==> src/rtl/fat_chain_allocator_assert.svh <==
// ----------------------------------------------------------------------------
// fat_chain_allocator_assert.svh
// Assertion macros used by the fca_ctrl sequencer. Each macro expects
// clk and rst_n in scope and checks only while out of reset.
// ----------------------------------------------------------------------------
`ifndef FAT_CHAIN_ALLOCATOR_ASSERT_SVH
`define FAT_CHAIN_ALLOCATOR_ASSERT_SVH

// Same-cycle implication
`define FCA_ASSERT_IMP(label, ante, cons, msg) \
    label: assert property (@(posedge clk) disable iff (!rst_n) (ante) |-> (cons)) \
        else $error(msg);

// Next-cycle implication
`define FCA_ASSERT_NXT(label, ante, cons, msg) \
    label: assert property (@(posedge clk) disable iff (!rst_n) (ante) |=> (cons)) \
        else $error(msg);

`endif

==> src/rtl/fca_pkg.sv <==
// ----------------------------------------------------------------------------
// fca_pkg
// Types and constants of the allocation table chain allocator.
// ----------------------------------------------------------------------------
package fca_pkg;

    localparam int CFG_W       = 11;   // width of block counts and scan pointer
    localparam int IDX_W       = 10;   // width of a block index
    localparam int INDEX_SPACE = 1024; // blocks reachable by a 10-bit index

    localparam logic [CFG_W-1:0] BLOCK_TOTAL_RST = 11'd1024;
    localparam logic [CFG_W-1:0] DATA_FIRST_RST  = 11'd65;

    // Configuration register indexes
    localparam logic CFG_BLOCK_TOTAL = 1'b0;
    localparam logic CFG_DATA_FIRST  = 1'b1;

    typedef enum logic [1:0] {
        CMD_INIT   = 2'd0,
        CMD_ALLOC  = 2'd1,
        CMD_FREE   = 2'd2,
        CMD_LOOKUP = 2'd3
    } cmd_t;

    typedef enum logic [1:0] {
        KIND_FREE     = 2'd0,
        KIND_LINK     = 2'd1,
        KIND_END      = 2'd2,
        KIND_RESERVED = 2'd3
    } kind_t;

    typedef struct packed {
        kind_t            kind;
        logic [IDX_W-1:0] next;
    } entry_t;

    typedef enum logic [3:0] {
        ST_CLEAR,
        ST_IDLE,
        ST_FORMAT,
        ST_COUNT,
        ST_ALLOC,
        ST_ALLOC_END,
        ST_WALK_RD,
        ST_WALK_CHK,
        ST_LOOK_RD,
        ST_LOOK_CHK,
        ST_RESULT
    } state_t;

    typedef enum logic [1:0] {
        PTR_HOLD,
        PTR_LOAD,
        PTR_INC
    } ptr_op_t;

    typedef enum logic [1:0] {
        TALLY_HOLD,
        TALLY_CLEAR,
        TALLY_INC
    } tally_op_t;

    typedef enum logic {
        BOUND_LIMIT,
        BOUND_DEPTH
    } bound_t;

    // Sequencer to scan unit
    typedef struct packed {
        ptr_op_t          ptr_op;
        tally_op_t        tally_op;
        bound_t           bound;
        logic [CFG_W-1:0] ptr_val;
    } scan_ctl_t;

    // Scan unit to sequencer
    typedef struct packed {
        logic [CFG_W-1:0] ptr;
        logic             in_range;
        logic             tally_ge;
        logic             tally_last;
        logic             tally_zero;
    } scan_sts_t;

    // Table port requests
    typedef struct packed {
        logic             rd_en;
        logic [IDX_W-1:0] rd_addr;
        logic             wr_en;
        logic [IDX_W-1:0] wr_addr;
        entry_t           wr_data;
    } mem_req_t;

endpackage

==> src/rtl/fca_scan.sv <==
// ----------------------------------------------------------------------------
// fca_scan
// Shared scan unit: block pointer with range compare, and a tally counter
// compared against the requested block count.
// ----------------------------------------------------------------------------
module fca_scan #(
    parameter int MEM_DEPTH = 1024
) (
    input  logic                          clk,
    input  logic                          rst_n,
    input  fca_pkg::scan_ctl_t            scan_ctl,
    input  logic [fca_pkg::CFG_W-1:0]     limit,
    input  logic [fca_pkg::CFG_W-1:0]     count,
    output fca_pkg::scan_sts_t            scan_sts
);
    import fca_pkg::*;

    localparam logic [CFG_W-1:0] DEPTH_W = CFG_W'(MEM_DEPTH);

    logic [CFG_W-1:0] ptr_reg;
    logic [CFG_W-1:0] ptr_next;
    logic [CFG_W-1:0] tally_reg;
    logic [CFG_W-1:0] tally_next;
    logic [CFG_W-1:0] bound;
    logic [CFG_W:0]   tally_plus;

    // Pick the pointer's next value
    always_comb
    begin
        unique case (scan_ctl.ptr_op)
            PTR_LOAD: ptr_next = scan_ctl.ptr_val;
            PTR_INC:  ptr_next = ptr_reg + 1'b1;
            default:  ptr_next = ptr_reg;
        endcase
    end

    // Pick the tally's next value
    always_comb
    begin
        unique case (scan_ctl.tally_op)
            TALLY_CLEAR: tally_next = '0;
            TALLY_INC:   tally_next = tally_reg + 1'b1;
            default:     tally_next = tally_reg;
        endcase
    end

    always_ff @(posedge clk or negedge rst_n)
    begin
        if (!rst_n)
        begin
            ptr_reg   <= '0;
            tally_reg <= '0;
        end
        else
        begin
            ptr_reg   <= ptr_next;
            tally_reg <= tally_next;
        end
    end

    // Compare pointer against the selected bound, tally against the count
    assign bound      = (scan_ctl.bound == BOUND_DEPTH) ? DEPTH_W : limit;
    assign tally_plus = {1'b0, tally_reg} + 1'b1;

    assign scan_sts.ptr        = ptr_reg;
    assign scan_sts.in_range   = ptr_reg < bound;
    assign scan_sts.tally_ge   = tally_reg >= count;
    assign scan_sts.tally_last = tally_plus == {1'b0, count};
    assign scan_sts.tally_zero = tally_reg == '0;

endmodule

==> config.mk <==
export PLATFORM = sky130hd
export DESIGN_NAME = fca_scan
export DESIGN_NICKNAME = d
export VERILOG_FILES = /design/src/rtl/fat_chain_allocator_assert.svh /design/src/rtl/fca_pkg.sv /design/src/rtl/fca_scan.sv
export SDC_FILE = /design/constraint.sdc
export NUM_CORES = 1
export LEC_CHECK = 0
export CORE_MARGIN = 2
export CORE_UTILIZATION = 64
export DETAILED_ROUTE_END_ITERATION = 12
export DONT_BUFFER_PORTS = 1
export PLACE_DENSITY = 0.8
export SYNTH_ARGS = -nofsm -noshare
export SYNTH_HDL_FRONTEND = slang
export SYNTH_SLANG_ARGS = --single-unit
==> constraint.sdc <==
create_clock -name clk -period 1.95 [get_ports clk]
set_input_delay 0.0975 -clock clk [delete_from_list [all_inputs] [get_ports clk]]
set_output_delay 0.0975 -clock clk [all_outputs]
set_load 0.01 [all_outputs]
==> impl_metrics.toml <==
[clocking]
cts_max_level = 1
cts_sinks = 22
clk_latency_ns = 0.31
path_clk_slew_ns = 0.12
ctsLongestPathBuffers = 2
root_buffer = "clkbuf_4"
cts_buffers = 3
cts_tree = "built"

[synthesis]
synth_nets = 328
async_reset_ff_frac = 1.000
yosysSeqAreaShare = 0.2610
synth_cell_types = 44
ys_warn_count = 0
syn_inst = 262
synth_seq_cells = 22
synth_area_per_cell_um2 = 8.052
synth_area_um2 = 2110
synth_edf_count = 0
ys.flop_type = "dfrtp_1"

[detailed_routing]
drcViolationCount = 0
drt_iter0_drc = 131
vias = 1974
postRouteAntennaNets = 0
dr.pass1.iters = 4
wirelength_mm = 4.910
vias_per_cell = 6.074
wl_per_cell_um = 15.11

[cells_and_area]
fillers = 259
post-route-cell-area_um2 = 2441
fin_cells = 325
drive_above_1_share = 0.1637
syn_to_final_growth_pct = 15.72
diodes = 0
multi_input_area_um2 = 1521
nets = 348
seqCellArea_um2 = 553.0
layout_common_cells = "24 x nor2_1, 24 x ha_1, 20 x o21ai_0, 20 x buf_4, 20 x dfrtp_1"

[floorplan]
dieArea_um2 = 3771
die_y_um = 61.41
dieWidth_um = 61.41
core-area_um2 = 3103
std_cell_rows = 20
start_util = 0.6798
io_pins = 55

[placed_design]
port-buffer-count = 0
dpl_cell_area_um2 = 2252
gp_congestion = 0.8074
place_ws_ns = 0.03919
placed_cells = 313
hpwlAfterDp_mm = 3.624

[grt]
grt_antenna_before_repair = 0
grt_pass1_wl_mm = 7.714
grt_max_degree = 25
grt_overflow = 0
grt.total_usage = 0.2684
grt_pass1_vias = 1756

[worst_setup_path]
path_max_fanout = 4
path_class = "flip-flop to output port"
arrival_ns = 2.05
cp-start-kind = "flip-flop"
worst_setup_path_end_kind = "output port"
worst_ep_required_time_ns = 1.85

[timing]
setup_viol = 2
rsz0062_at_grt = "true"
finalMaxSlewViolations = 0
holdWs_ns = 0.08925
fin_setup_tns_ns = -0.2216
layout_setup_ws_ns = -0.2018
fin_skew_ns = 0.005851
max_freq_mhz = 464.7
fin_crit_sh = 1.104
slew-limit-headroom = 0.3488
fin_crit_ns = 2.152
tightest_slew_ns = 0.9736
hold_violations = 0

[status]
status = "finished with violations"
violations = "setup timing"

[power_and_ir_drop]
powerDensity_nw_per_um2 = 529.6
p_leak_nw = 1.096
irDropWorstVdd_mv = 0.5628

[run]
max_cap_violations = 0

[hold_path]
holdCritPathClass = "input port to flip-flop"
-- cell type report --
| type | count | share of cell area |
|---|---|---|
| Tap cell | 44 | 0.02255 |
| Clock buffer | 4 | 0.01486 |
| Inverter | 19 | 0.03024 |
| Timing Repair Buffer | 25 | 0.08252 |
| Multi-Input combinational cell | 211 | 0.6233 |
| Sequential cell | 22 | 0.2266 |
-- what timing repair did --
action | in CTS | in global routing
resized for setup | 12 | 7
setup endpoints to repair | 3 | 3
pin swaps | 8 | 0
setup buffers | 4 | 0
hold buffers | 3 | 1
hold endpoints to repair | 24 | 1
-- cell families (layout without fill, tap and decap cells) --
kind of cell               after synthesis  in the layout  share of synthesized area
adders and majority gates               26             26                     0.1542
xor gates and xnor gates                14             14                    0.06169
muxes                                    4              4                    0.01898
buffers and inverters                   29             48                    0.05279
DFF                                     22             22                     0.2610
and+or+nand+nor                         96             96                     0.2432
AOI/OAI and AO/OA                       71             71                     0.2082
-- synth_stat cells (2+ instances only) --
master    count  area [um^2]
a31oi_1       7        43.79
o21ba_2       2        20.02
nor4_1        2        12.51
nor3b_1       2        15.01
buf_1         2        7.510
nand2_1      16        60.06
xnor2_1       5        43.79
nand2b_1     11        68.82
nor3_1        7        35.03
dfrtp_1      22        550.5
inv_1        19        71.32
a21oi_1      19        95.09
mux2i_1       4        40.04
and3_1        4        25.02
a21o_1        5        37.54
and4_1        2        17.52
nand3_1      11        55.05
nor2_1       24        90.09
nand4_1       5        31.28
o22a_1        7        61.31
nor2b_1       4        25.02
xor2_1        8        70.07
clkbuf_1      6        22.52
buf_2         2        10.01
o21ai_0      22        110.1
ha_1         26        325.3
-- worst paths after layout --
| path | depth (start not counted) | startpoint | slack (ns) | endpoint |
|---|---|---|---|---|
| setup / recovery | 6 | tally_reg[0]$_DFFE_PN0P_ | -0.20 | scan_sts[1] |
| hold / removal | 3 | scan_ctl[4] | 0.09 | ptr_reg[4]$_DFFE_PN0P_ |
| setup reg to reg | 7 | tally_reg[0]$_DFFE_PN0P_ | 0.24 | tally_reg[10]$_DFFE_PN0P_ |
| hold reg to reg | 1 | tally_reg[6]$_DFFE_PN0P_ | 0.58 | tally_reg[6]$_DFFE_PN0P_ |
| max in group asynchronous | 1 | rst_n | 0.92 | tally_reg[6]$_DFFE_PN0P_ |
| min in group asynchronous | 1 | rst_n | 0.38 | tally_reg[5]$_DFFE_PN0P_ |
-- stage by stage --
step / power [W] / util
after floorplan: 0.0008732 / -
after global placement: 0.0009718 / 0.7258
after detailed placement: 0.0009917 / 0.7258
after CTS: 0.001277 / 0.7750
after global routing: 0.001384 / 0.7867
final: 0.001293 / 0.7867
-- metal layers --
| metal | wire length [um] | global-route usage | vias up |
|---|---|---|---|
| met5 | 0 | 0 | - |
| met4 | 15 | 0.02736 | 0 |
| met3 | 264 | 0.03992 | 2 |
| met2 | 2456 | 0.4605 | 58 |
| met1 | 2173 | 0.3747 | 933 |
| li1 | - | - | 981 |
-- worst max-delay path, cell delays in order, from the launching register on --
cell and delay [ns]:
dfrtp_1 0.43, ha_4 0.18, nand3_4 0.08, or4_4 0.45, xnor2_2 0.19, nand3_2 0.12
nor4_4 0.29
-- report_power, final --
group          switching [W]  total [W]  leakage [nW]  internal, W
Sequential         0.0000785   0.000581         0.275     0.000502
Clock               0.000140   0.000254        0.0210     0.000114
Combinational       0.000245   0.000458         0.799     0.000213
Power figures use the tool's default switching activity.
