## src/rtl/fat_chain_allocator_assert.svh

```systemverilog
// ----------------------------------------------------------------------------
// fat_chain_allocator_assert.svh
// Assertion macros used by the fca_ctrl sequencer. Each macro expects
// clk and rst_n in scope and checks only while out of reset.
// ----------------------------------------------------------------------------
`ifndef FAT_CHAIN_ALLOCATOR_ASSERT_SVH
`define FAT_CHAIN_ALLOCATOR_ASSERT_SVH

// Same-cycle implication
`define FCA_ASSERT_IMP(label, ante, cons, msg) \
    label: assert property (@(posedge clk) disable iff (!rst_n) (ante) |-> (cons)) \
        else $error(msg);

// Next-cycle implication
`define FCA_ASSERT_NXT(label, ante, cons, msg) \
    label: assert property (@(posedge clk) disable iff (!rst_n) (ante) |=> (cons)) \
        else $error(msg);

`endif

```

## src/rtl/fca_pkg.sv

```systemverilog
// ----------------------------------------------------------------------------
// fca_pkg
// Types and constants of the allocation table chain allocator.
// ----------------------------------------------------------------------------
package fca_pkg;

    localparam int CFG_W       = 11;   // width of block counts and scan pointer
    localparam int IDX_W       = 10;   // width of a block index
    localparam int INDEX_SPACE = 1024; // blocks reachable by a 10-bit index

    localparam logic [CFG_W-1:0] BLOCK_TOTAL_RST = 11'd1024;
    localparam logic [CFG_W-1:0] DATA_FIRST_RST  = 11'd65;

    // Configuration register indexes
    localparam logic CFG_BLOCK_TOTAL = 1'b0;
    localparam logic CFG_DATA_FIRST  = 1'b1;

    typedef enum logic [1:0] {
        CMD_INIT   = 2'd0,
        CMD_ALLOC  = 2'd1,
        CMD_FREE   = 2'd2,
        CMD_LOOKUP = 2'd3
    } cmd_t;

    typedef enum logic [1:0] {
        KIND_FREE     = 2'd0,
        KIND_LINK     = 2'd1,
        KIND_END      = 2'd2,
        KIND_RESERVED = 2'd3
    } kind_t;

    typedef struct packed {
        kind_t            kind;
        logic [IDX_W-1:0] next;
    } entry_t;

    typedef enum logic [3:0] {
        ST_CLEAR,
        ST_IDLE,
        ST_FORMAT,
        ST_COUNT,
        ST_ALLOC,
        ST_ALLOC_END,
        ST_WALK_RD,
        ST_WALK_CHK,
        ST_LOOK_RD,
        ST_LOOK_CHK,
        ST_RESULT
    } state_t;

    typedef enum logic [1:0] {
        PTR_HOLD,
        PTR_LOAD,
        PTR_INC
    } ptr_op_t;

    typedef enum logic [1:0] {
        TALLY_HOLD,
        TALLY_CLEAR,
        TALLY_INC
    } tally_op_t;

    typedef enum logic {
        BOUND_LIMIT,
        BOUND_DEPTH
    } bound_t;

    // Sequencer to scan unit
    typedef struct packed {
        ptr_op_t          ptr_op;
        tally_op_t        tally_op;
        bound_t           bound;
        logic [CFG_W-1:0] ptr_val;
    } scan_ctl_t;

    // Scan unit to sequencer
    typedef struct packed {
        logic [CFG_W-1:0] ptr;
        logic             in_range;
        logic             tally_ge;
        logic             tally_last;
        logic             tally_zero;
    } scan_sts_t;

    // Table port requests
    typedef struct packed {
        logic             rd_en;
        logic [IDX_W-1:0] rd_addr;
        logic             wr_en;
        logic [IDX_W-1:0] wr_addr;
        entry_t           wr_data;
    } mem_req_t;

endpackage

```

## src/rtl/fca_ctrl.sv

```systemverilog
// ----------------------------------------------------------------------------
// fca_ctrl
// Command sequencer: clearing pass, format sweep, two-pass allocation,
// chain walk for free, and lookup; drives the table and the scan unit.
// ----------------------------------------------------------------------------
`include "fat_chain_allocator_assert.svh"

module fca_ctrl (
    input  logic                          clk,
    input  logic                          rst_n,
    input  logic                          s_take,
    output logic                          s_ready,
    input  fca_pkg::cmd_t                 cmd,
    input  logic [fca_pkg::IDX_W-1:0]     block_index,
    input  logic [fca_pkg::CFG_W-1:0]     block_count,
    input  logic [fca_pkg::CFG_W-1:0]     block_total,
    input  logic [fca_pkg::CFG_W-1:0]     data_first,
    input  logic                          out_free,
    output logic                          res_load,
    output logic                          res_status,
    output logic [fca_pkg::IDX_W-1:0]     res_index,
    output fca_pkg::kind_t                res_kind,
    output logic                          res_empty,
    output logic [fca_pkg::CFG_W-1:0]     count,
    output fca_pkg::scan_ctl_t            scan_ctl,
    input  fca_pkg::scan_sts_t            scan_sts,
    output fca_pkg::mem_req_t             mem_req,
    input  fca_pkg::entry_t               rd_data
);
    import fca_pkg::*;

    state_t           state_reg;
    state_t           state_next;
    logic             pend_reg;
    logic             issue;
    logic [IDX_W-1:0] paddr_reg;
    logic [IDX_W-1:0] prev_reg;
    logic [CFG_W-1:0] count_reg;
    logic             status_reg;
    logic [IDX_W-1:0] index_reg;
    kind_t            kind_reg;
    logic             empty_reg;
    logic             accept;
    logic             hit;
    logic             cnt_stop;
    logic             fmt_reserved;

    assign accept       = s_take && s_ready;
    assign hit          = pend_reg && (rd_data.kind == KIND_FREE);
    assign cnt_stop     = scan_sts.tally_ge || (!scan_sts.in_range && !pend_reg);
    assign fmt_reserved = (scan_sts.ptr < data_first) && (scan_sts.ptr < block_total);

    // Next state
    always_comb
    begin
        state_next = state_reg;
        unique case (state_reg)
            ST_CLEAR:
            begin
                if (!scan_sts.in_range) state_next = ST_IDLE;
            end
            ST_IDLE:
            begin
                if (accept)
                begin
                    unique case (cmd)
                        CMD_INIT:   state_next = ST_FORMAT;
                        CMD_ALLOC:  state_next = (block_count == '0) ? ST_RESULT : ST_COUNT;
                        CMD_FREE:   state_next = ST_WALK_RD;
                        default:    state_next = ST_LOOK_RD;
                    endcase
                end
            end
            ST_FORMAT:
            begin
                if (!scan_sts.in_range) state_next = ST_RESULT;
            end
            ST_COUNT:
            begin
                if (cnt_stop) state_next = scan_sts.tally_ge ? ST_ALLOC : ST_RESULT;
            end
            ST_ALLOC:
            begin
                if (hit && scan_sts.tally_last) state_next = ST_ALLOC_END;
            end
            ST_ALLOC_END: state_next = ST_RESULT;
            ST_WALK_RD:   state_next = scan_sts.in_range ? ST_WALK_CHK : ST_RESULT;
            ST_WALK_CHK:  state_next = (rd_data.kind == KIND_LINK) ? ST_WALK_RD : ST_RESULT;
            ST_LOOK_RD:   state_next = scan_sts.in_range ? ST_LOOK_CHK : ST_RESULT;
            ST_LOOK_CHK:  state_next = ST_RESULT;
            ST_RESULT:
            begin
                if (out_free) state_next = ST_IDLE;
            end
            default:      state_next = ST_IDLE;
        endcase
    end

    // Outputs: table requests, scan unit control, result strobe
    always_comb
    begin
        mem_req           = '0;
        scan_ctl.ptr_op   = PTR_HOLD;
        scan_ctl.tally_op = TALLY_HOLD;
        scan_ctl.bound    = BOUND_LIMIT;
        scan_ctl.ptr_val  = '0;
        issue             = 1'b0;
        res_load          = 1'b0;
        s_ready           = 1'b0;
        unique case (state_reg)
            ST_CLEAR:
            begin
                scan_ctl.bound = BOUND_DEPTH;
                if (scan_sts.in_range)
                begin
                    mem_req.wr_en   = 1'b1;
                    mem_req.wr_addr = scan_sts.ptr[IDX_W-1:0];
                    mem_req.wr_data = '{kind: KIND_FREE, next: '0};
                    scan_ctl.ptr_op = PTR_INC;
                end
            end
            ST_IDLE:
            begin
                s_ready = 1'b1;
                if (accept)
                begin
                    scan_ctl.ptr_op   = PTR_LOAD;
                    scan_ctl.tally_op = TALLY_CLEAR;
                    unique case (cmd)
                        CMD_INIT:   scan_ctl.ptr_val = '0;
                        CMD_ALLOC:  scan_ctl.ptr_val = data_first;
                        default:    scan_ctl.ptr_val = {1'b0, block_index};
                    endcase
                end
            end
            ST_FORMAT:
            begin
                scan_ctl.bound = BOUND_DEPTH;
                if (scan_sts.in_range)
                begin
                    mem_req.wr_en   = 1'b1;
                    mem_req.wr_addr = scan_sts.ptr[IDX_W-1:0];
                    mem_req.wr_data = '{kind: (fmt_reserved ? KIND_RESERVED : KIND_FREE),
                                        next: '0};
                    scan_ctl.ptr_op = PTR_INC;
                end
            end
            ST_COUNT:
            begin
                if (cnt_stop)
                begin
                    // Enough space: rewind for the chain-building pass
                    if (scan_sts.tally_ge)
                    begin
                        scan_ctl.ptr_op   = PTR_LOAD;
                        scan_ctl.ptr_val  = data_first;
                        scan_ctl.tally_op = TALLY_CLEAR;
                    end
                end
                else
                begin
                    if (hit) scan_ctl.tally_op = TALLY_INC;
                    if (scan_sts.in_range)
                    begin
                        mem_req.rd_en   = 1'b1;
                        mem_req.rd_addr = scan_sts.ptr[IDX_W-1:0];
                        scan_ctl.ptr_op = PTR_INC;
                        issue           = 1'b1;
                    end
                end
            end
            ST_ALLOC:
            begin
                // Link the previous block to this free one
                if (hit)
                begin
                    scan_ctl.tally_op = TALLY_INC;
                    if (!scan_sts.tally_zero)
                    begin
                        mem_req.wr_en   = 1'b1;
                        mem_req.wr_addr = prev_reg;
                        mem_req.wr_data = '{kind: KIND_LINK, next: paddr_reg};
                    end
                end
                if (!(hit && scan_sts.tally_last) && scan_sts.in_range)
                begin
                    mem_req.rd_en   = 1'b1;
                    mem_req.rd_addr = scan_sts.ptr[IDX_W-1:0];
                    scan_ctl.ptr_op = PTR_INC;
                    issue           = 1'b1;
                end
            end
            ST_ALLOC_END:
            begin
                mem_req.wr_en   = 1'b1;
                mem_req.wr_addr = prev_reg;
                mem_req.wr_data = '{kind: KIND_END, next: '0};
            end
            ST_WALK_RD:
            begin
                if (scan_sts.in_range)
                begin
                    mem_req.rd_en   = 1'b1;
                    mem_req.rd_addr = scan_sts.ptr[IDX_W-1:0];
                end
            end
            ST_WALK_CHK:
            begin
                if (rd_data.kind == KIND_LINK || rd_data.kind == KIND_END)
                begin
                    mem_req.wr_en   = 1'b1;
                    mem_req.wr_addr = scan_sts.ptr[IDX_W-1:0];
                    mem_req.wr_data = '{kind: KIND_FREE, next: '0};
                end
                if (rd_data.kind == KIND_LINK)
                begin
                    scan_ctl.ptr_op  = PTR_LOAD;
                    scan_ctl.ptr_val = {1'b0, rd_data.next};
                end
            end
            ST_LOOK_RD:
            begin
                scan_ctl.bound = BOUND_DEPTH;
                if (scan_sts.in_range)
                begin
                    mem_req.rd_en   = 1'b1;
                    mem_req.rd_addr = scan_sts.ptr[IDX_W-1:0];
                end
            end
            ST_LOOK_CHK:
            begin
            end
            ST_RESULT:
            begin
                res_load = out_free;
            end
            default:
            begin
            end
        endcase
    end

    // Control registers
    always_ff @(posedge clk or negedge rst_n)
    begin
        if (!rst_n)
        begin
            state_reg <= ST_CLEAR;
            pend_reg  <= 1'b0;
        end
        else
        begin
            state_reg <= state_next;
            pend_reg  <= issue;
        end
    end

    // Scan bookkeeping and result fields
    always_ff @(posedge clk)
    begin
        paddr_reg <= scan_sts.ptr[IDX_W-1:0];
        if (accept)
        begin
            count_reg  <= block_count;
            status_reg <= 1'b0;
            index_reg  <= '0;
            kind_reg   <= KIND_FREE;
            empty_reg  <= (cmd == CMD_ALLOC) && (block_count == '0);
        end
        case (state_reg)
            ST_COUNT:
            begin
                if (cnt_stop && !scan_sts.tally_ge) status_reg <= 1'b1;
            end
            ST_ALLOC:
            begin
                if (hit)
                begin
                    prev_reg <= paddr_reg;
                    if (scan_sts.tally_zero) index_reg <= paddr_reg;
                end
            end
            ST_LOOK_RD:
            begin
                if (!scan_sts.in_range) kind_reg <= KIND_RESERVED;
            end
            ST_LOOK_CHK:
            begin
                kind_reg  <= rd_data.kind;
                index_reg <= (rd_data.kind == KIND_LINK) ? rd_data.next : '0;
            end
            default:
            begin
            end
        endcase
    end

    assign count      = count_reg;
    assign res_status = status_reg;
    assign res_index  = index_reg;
    assign res_kind   = kind_reg;
    assign res_empty  = empty_reg;

    // Writes only touch entries already passed by the read side
    `FCA_ASSERT_IMP(a_no_rw_clash, mem_req.wr_en && mem_req.rd_en, mem_req.wr_addr != mem_req.rd_addr, "table read and write hit the same entry")
    // The counting pass guarantees the chain completes inside the limit
    `FCA_ASSERT_IMP(a_alloc_in_bounds, state_reg == ST_ALLOC, scan_sts.in_range || pend_reg, "allocation scan ran past the limit")
    // A finished result waits until the output register has room
    `FCA_ASSERT_NXT(a_result_holds, state_reg == ST_RESULT && !out_free, state_reg == ST_RESULT, "result left while output register full")

endmodule
```

## config.mk

```make
export PLATFORM = sky130hd
export DESIGN_NAME = fca_ctrl
export DESIGN_NICKNAME = d
export VERILOG_FILES = /design/src/rtl/fca_pkg.sv /design/src/rtl/fca_ctrl.sv
export VERILOG_INCLUDE_DIRS = /design/src /design/src/rtl
export SDC_FILE = /design/constraint.sdc
export NUM_CORES = 1
export LEC_CHECK = 0
export ABC_AREA = 1
export ABC_CLOCK_PERIOD_IN_PS = 2000
export BUFFER_PORTS_ARGS = -buffer_cell sky130_fd_sc_hd__buf_2
export CAP_MARGIN = 20
export CORE_MARGIN = 10
export CORE_UTILIZATION = 39
export DETAILED_ROUTE_END_ITERATION = 12
export GPL_TIMING_DRIVEN = 0
export PLACE_DENSITY = 0.71
export REMOVE_ABC_BUFFERS = 1
export SLEW_MARGIN = 20
export SYNTH_ARGS = -nofsm -noshare
export SYNTH_HDL_FRONTEND = slang
export SYNTH_SLANG_ARGS = --single-unit
```

## constraint.sdc

```tcl
create_clock -name clk -period 2 [get_ports clk]
set_clock_uncertainty 0.05 [all_clocks]
set_input_delay 0.1 -clock clk [delete_from_list [all_inputs] [get_ports clk]]
set_output_delay 0.1 -clock clk [all_outputs]
set_load 0.005 [all_outputs]
```

==> results of run 1 <==
## layer usage
layer / track usage [%] / up-vias
li1: - / 1863
met1: 22.63 / 1782
met2: 33.03 / 204
met3: 6.181 / 23
met4: 5.076 / 0
met5: 0 / -
## timing repair
item / in CTS / in global routing
endpoints found under the hold margin: 26 / 0
setup endpoints to repair: 68 / 51
gates cloned: 2 / 0
pin swaps: 13 / 20
resized for setup: 43 / 46
hold buffers: 22 / 0
setup buffers: 19 / 5
## power by group
part	switching (mW)	internal, mW
Sequential	0.170	1.31
Clock	0.356	0.255
Combinational	1.89	1.28
Total	2.41	2.84
## cells by family after synthesis
logic type | share of synthesized area [%]
simple gates | 30.65
buf+inv | 11.95
compound gates | 12.54
flops | 36.74
fa+ha+maj | 8.115
## worst max-delay path by stage
stage	from	to	slack, ps	cells past startpoint
2_1_floorplan	state_reg[3]$_DFFE_PN0P_	scan_ctl[0]	220	5
3_3_place_gp	state_reg[3]$_DFFE_PN0P_	scan_ctl[3]	-380	6
3_5_place_dp	state_reg[3]$_DFFE_PN0P_	scan_ctl[3]	-420	6
4_1_cts	state_reg[2]$_DFFE_PN0P_	mem_req[28]	-20	8
5_1_grt	state_reg[2]$_DFFE_PN0P_	mem_req[26]	-110	8
6_report	state_reg[2]$_DFFE_PN0P_	mem_req[24]	-30	8
## layout by cell type, fill, tap and decap left out, types with 5 or more instances in the layout
master / synthesis / routed
buf_2: 6 / 147
inv_1: 83 / 80
nand2_1: 88 / 80
nand3_1: 50 / 47
dfxtp_1: 23 / 23
edfxtp_1: 22 / 22
a21oi_1: 25 / 21
nor2_1: 28 / 19
ha_1: 22 / 17
dlygate4sd3_1: 0 / 17
buf_4: 1 / 16
nor3_2: 19 / 15
nor2_2: 4 / 10
o21ai_0: 11 / 10
o211ai_1: 10 / 10
o22ai_2: 0 / 10
nor2_4: 3 / 7
o21ai_1: 7 / 7
nand2_4: 1 / 5
nand2_2: 2 / 5
nor3_4: 0 / 5
ha_4: 0 / 5
clkbuf_8: 0 / 5
dlymetal6s4s_1: 0 / 5
## worst max-delay path, cell delays in order, from the launching register on
cell and delay [ps]:
dfrtp_2 440, buf_4 150, nor2_4 210, nand2_4 100, o21ai_4 220, nor2_4 60, buf_12 150, nor3_2 100
buf_2 140
## through the flow
step / worst slack (ps) / power [mW] / hold slack [ps] / setup TNS (ps)
floorplan: 219.2 / 2.857 / -245.6 / 0
global placement: -384.8 / 3.751 / -133.8 / -7088
detailed placement: -415.8 / 3.775 / -125.9 / -8420
CTS: -19.24 / 5.066 / 6.638 / -33.31
global route: -110.1 / 5.626 / 20.63 / -2073
finish: -29.37 / 5.254 / 12.46 / -193.8
## final cells by class
cell class | instances | area, um2
Clock buffer | 6 | 72.57
Clock inverter | 2 | 17.52
Fill cell | 720 | 3243
Inverter | 89 | 349.1
Multi-Input combinational cell | 301 | 2093
Sequential cell | 50 | 1251
Tap cell | 105 | 131.4
Timing Repair Buffer | 190 | 1175
Timing Repair inverter | 1 | 7.507
==> reports/summary.txt, run 1 <==
FF+latch count, synth -> 50
PnR worst setup slack -> -29.37 ps
max FFs per register -> 11
Worst Hold Depth -> 3
Worst-path clk slew -> 100 ps
Synth area leaders -> edfxtp_1 (19%), dfxtp_1 (14%), nand2_1 (9.7%), inv_1 (9.2%), ha_1 (8.1%)
post-placement cell count -> 696
WS Path Type -> reg2out
Endpoint, Worst Hold -> res_index[5]$_DFF_P_
worst min path class -> in2reg
H-Tree Depth -> 2
CTS root buf -> clkbuf_8
cell area after synthesis -> 3392 um2
area share of the largest cell type after synthesis -> 19.48%
VDD IR max -> 0.4488 mV
reg2reg path depth -> 5
n_diodes -> 0
CTS Buf Count -> 5
failing checks -> negative setup slack
remaining global-route overflow -> 0
CP startpoint kind -> flip-flop
worst r2r dst -> count[0]$_DFFE_PP_
metal1 wirelength -> 5.466 mm
RD Place Congestion -> 0.8927
Sink Count -> 50
most numerous cell in the Yosys netlist -> nand2_1
HP Start -> rd_data[5]
first-pass GRT wire length -> 20.31 mm
fin util -> 61.12%
DR WL met3 -> 1.250 mm
period utilisation layout -> 101.5%
Vias per Instance -> 5.204
CTS tree -> built
initial detailed-routing violation count -> 202
Slew headroom -> 51.83%
synth warn -> 0
final setup violation count -> 12
Distinct cells, synth -> 37
register area share after synthesis -> 36.74%
ys async rst share -> 10.00%
nets -> 736
status -> complete, but fails checks
Core ar. -> 8341 um2
Die Span X -> 113.3 um
die area -> 12830 um2
worst-margin pin slew -> 721.8 ps
Top FF cell, synth -> dfxtp_1
routed vias -> 3872
Layout Cells excl Fill -> 744
Crit Reg-Reg Startpoint -> state_reg[2]$_DFFE_PN0P_
Min Clock Period, post-route -> 2029 ps
Max-Cap Viols -> 0
layout cells sized above 1 -> 41.78%
Setup crit end kind -> output port
die span in y -> 113.3 um
Hold Vio Cnt, Final -> 0
worst-path maximum fanout -> 10
Peak Freq -> 0.4928 GHz
First-pass DRT Iterations -> 5
I/O Pins -> 153
Total GRT Usage -> 19.29%
leakage power -> 2.747 nW
Reg2Reg Setup Slack -> 80 ps
DP HPWL -> 9.899 mm
post-synthesis cell count -> 453
Final Max Slew Viols -> 0
starting density of the core -> 40.67%
drt drc -> 0
number of synthesized flops with an enable pin -> 22
met2 wire length -> 6.268 mm
post-route cell area -> 5097 um2
ANT nets after route -> 0
Post-DP Area -> 4213 um2
Synth Area per Inst -> 7.488 um2
initial antenna violation count -> 0
Cell Rows -> 33
power density cells -> 1031 nW/um2
Syn-to-layout area delta -> 50.28%
RSZ-0062 raised after global routing -> yes
DR WL/cell -> 17.81 um
CP required -> 1850 ps
Commonest cells post-synth -> nand2_1 (88), inv_1 (83), nand3_1 (50)
Max Used Layer -> met4
vias in the first global route -> 4084
Worst Path Arrival -> 1880 ps
Clk Latency, worst-skew pair -> 300 ps
Buffers on Ports -> 152
largest net degree at the start of global routing -> 21
drt total wl -> 13.25 mm
clk buf depth -> 2
post-synth top area cell -> edfxtp_1
(Power assumes the default switching activity.)
==> run 2, diff against run 1 <==
--- a/config.mk
+++ b/config.mk
@@ -14,9 +14,11 @@
 export CORE_UTILIZATION = 39
 export DETAILED_ROUTE_END_ITERATION = 12
 export GPL_TIMING_DRIVEN = 0
+export MAX_ROUTING_LAYER = met4
 export PLACE_DENSITY = 0.71
 export REMOVE_ABC_BUFFERS = 1
 export SLEW_MARGIN = 20
 export SYNTH_ARGS = -nofsm -noshare
 export SYNTH_HDL_FRONTEND = slang
 export SYNTH_SLANG_ARGS = --single-unit
+export TNS_END_PERCENT = 20
==> reports/summary.txt, run 2 (synthesis results as in run 1) <==
VDD IR max -> 0.5090 mV
commonest non-fill, non-tap cells in the layout -> buf_2 (150), nand2_1 (82), inv_1 (80)
Worst path most repeated cell -> nand2_4
Clk Latency, worst-skew pair -> 320 ps
DR WL/cell -> 17.41 um
Final Max Slew Viols -> 0
Max-Cap Viols -> 0
Core ar. -> 8341 um2
die span in y -> 113.3 um
Sink Count -> 50
power density cells -> 1032 nW/um2
failing checks -> negative setup slack
most common cell after layout, fill and taps aside -> buf_2
largest net degree at the start of global routing -> 21
drt total wl -> 13.09 mm
RSZ-0062 raised after global routing -> yes
CP cell instances -> inv_4 > nand2_4 > nor2_4 > nand2_4 > nand2_4 > clkinvlp_4 > o22ai_2 > buf_2
routed vias -> 3840
leakage power -> 2.714 nW
layout cells sized above 1 -> 39.57%
WS Path Type -> reg2out
First-pass DRT Iterations -> 5
CTS Buf Count -> 5
worst min path class -> in2reg
clk buf depth -> 2
Total GRT Usage -> 18.91%
Peak Freq -> 0.4898 GHz
Worst Path Arrival -> 1890 ps
RD Place Congestion -> 0.9112
remaining global-route overflow -> 0
Crit. path cell count -> 8
worst-path maximum fanout -> 6
ANT nets after route -> 0
Hold Vio Cnt, Final -> 0
Min Clock Period, post-route -> 2041 ps
drt drc -> 0
overall power -> 5.206 mW
slowest stage delay, CP -> 480 ps
Worst Hold Depth -> 3
DP HPWL -> 9.788 mm
worst-margin pin slew -> 882.1 ps
die area -> 12830 um2
first-pass GRT wire length -> 19.08 mm
n_diodes -> 0
Vias per Instance -> 5.106
buffers and inverters on the worst path -> 3
H-Tree Depth -> 2
starting density of the core -> 40.67%
final setup violation count -> 9
Syn-to-layout area delta -> 48.69%
vias in the first global route -> 3846
initial antenna violation count -> 0
initial detailed-routing violation count -> 193
period utilisation layout -> 102.1%
PnR worst setup slack -> -41.45 ps
nets -> 744
CTS root buf -> clkbuf_8
final setup TNS -> -177.5 ps
I/O Pins -> 153
Worst-path clk slew -> 100 ps
Buffers on Ports -> 152
status -> complete, but fails checks
CTS tree -> built
Cell Rows -> 33
reg2reg path depth -> 7
Slew headroom -> 40.97%
Die Span X -> 113.3 um
fin util -> 60.47%
CP required -> 1850 ps
Top delay family on crit path -> flip-flops
CP startpoint kind -> flip-flop
slowest cell on the critical path -> dfrtp_2
max FFs per register -> 11
Setup crit end kind -> output port
==> run 2: final cells by class <==
class / count / area [um2]
Fill cell: 779 / 3297
Multi-Input combinational cell: 301 / 1972
Sequential cell: 50 / 1251
Timing Repair Buffer: 198 / 1240
Inverter: 89 / 349.1
Tap cell: 105 / 131.4
Clock buffer: 5 / 68.82
Clock inverter: 3 / 23.77
Timing Repair inverter: 1 / 7.507
==> run 2: worst paths after layout <==
path                                          start                       end  slack (ps)
max                        state_reg[2]$_DFFE_PN0P_               mem_req[14]         -40
min                                      rd_data[7]      res_index[7]$_DFF_P_           3
max reg2reg                state_reg[3]$_DFFE_PN0P_      res_index[9]$_DFF_P_         100
min reg2reg                    paddr_reg[0]$_DFF_P_     prev_reg[0]$_DFFE_PP_         390
max in group asynchronous                     rst_n  state_reg[2]$_DFFE_PN0P_        1670
min in group asynchronous                     rst_n  state_reg[0]$_DFFE_PN0P_          90
==> run 2: metal layers <==
metal	track usage [%]	wire length (um)	vias up
li1	-	-	1878
met5	-	0	-
met1	23.01	5530	1734
met4	5.076	268	0
met2	30.45	6187	205
met3	4.754	1102	23
==> run 2: report_power, final <==
part | total, mW | internal [mW] | leakage (nW) | switching [mW]
registers | 1.49 | 1.31 | 0.450 | 0.183
logic | 3.08 | 1.26 | 2.22 | 1.82
clock network | 0.629 | 0.251 | 0.0408 | 0.378
total | 5.21 | 2.82 | 2.71 | 2.38
==> run 2: timing repair <==
item | 4_1_cts | 5_1_grt
cloned | 1 | 1
pin swaps | 4 | 13
setup endpoints to repair | 67 | 60
hold buffers | 25 | 0
endpoints found under the hold margin | 29 | 0
buffers inserted | 5 | 18
gates resized for setup | 17 | 43
==> run 2: worst register-to-register path, stage by stage, from the launching register on <==
cell and delay, ps:
dfrtp_2 490, inv_4 70, nor2_2 230, nand2_1 140, inv_1 410, nor2_2 200, nand2_1 120, nand3_1 80
==> run 2: per-stage QoR <==
stage | setup WS, ps | cells | hold WS (ps) | instance area [um2]
global route | -120.4 | 752 | 13.95 | 5044
CTS | -82.04 | 735 | 5.021 | 4690
global placement | -399.6 | 696 | -126.9 | 4213
detailed placement | -392.4 | 696 | -124.8 | 4213
finish | -41.45 | 752 | 3.376 | 5044
floorplan | 219.2 | 439 | -245.6 | 3321
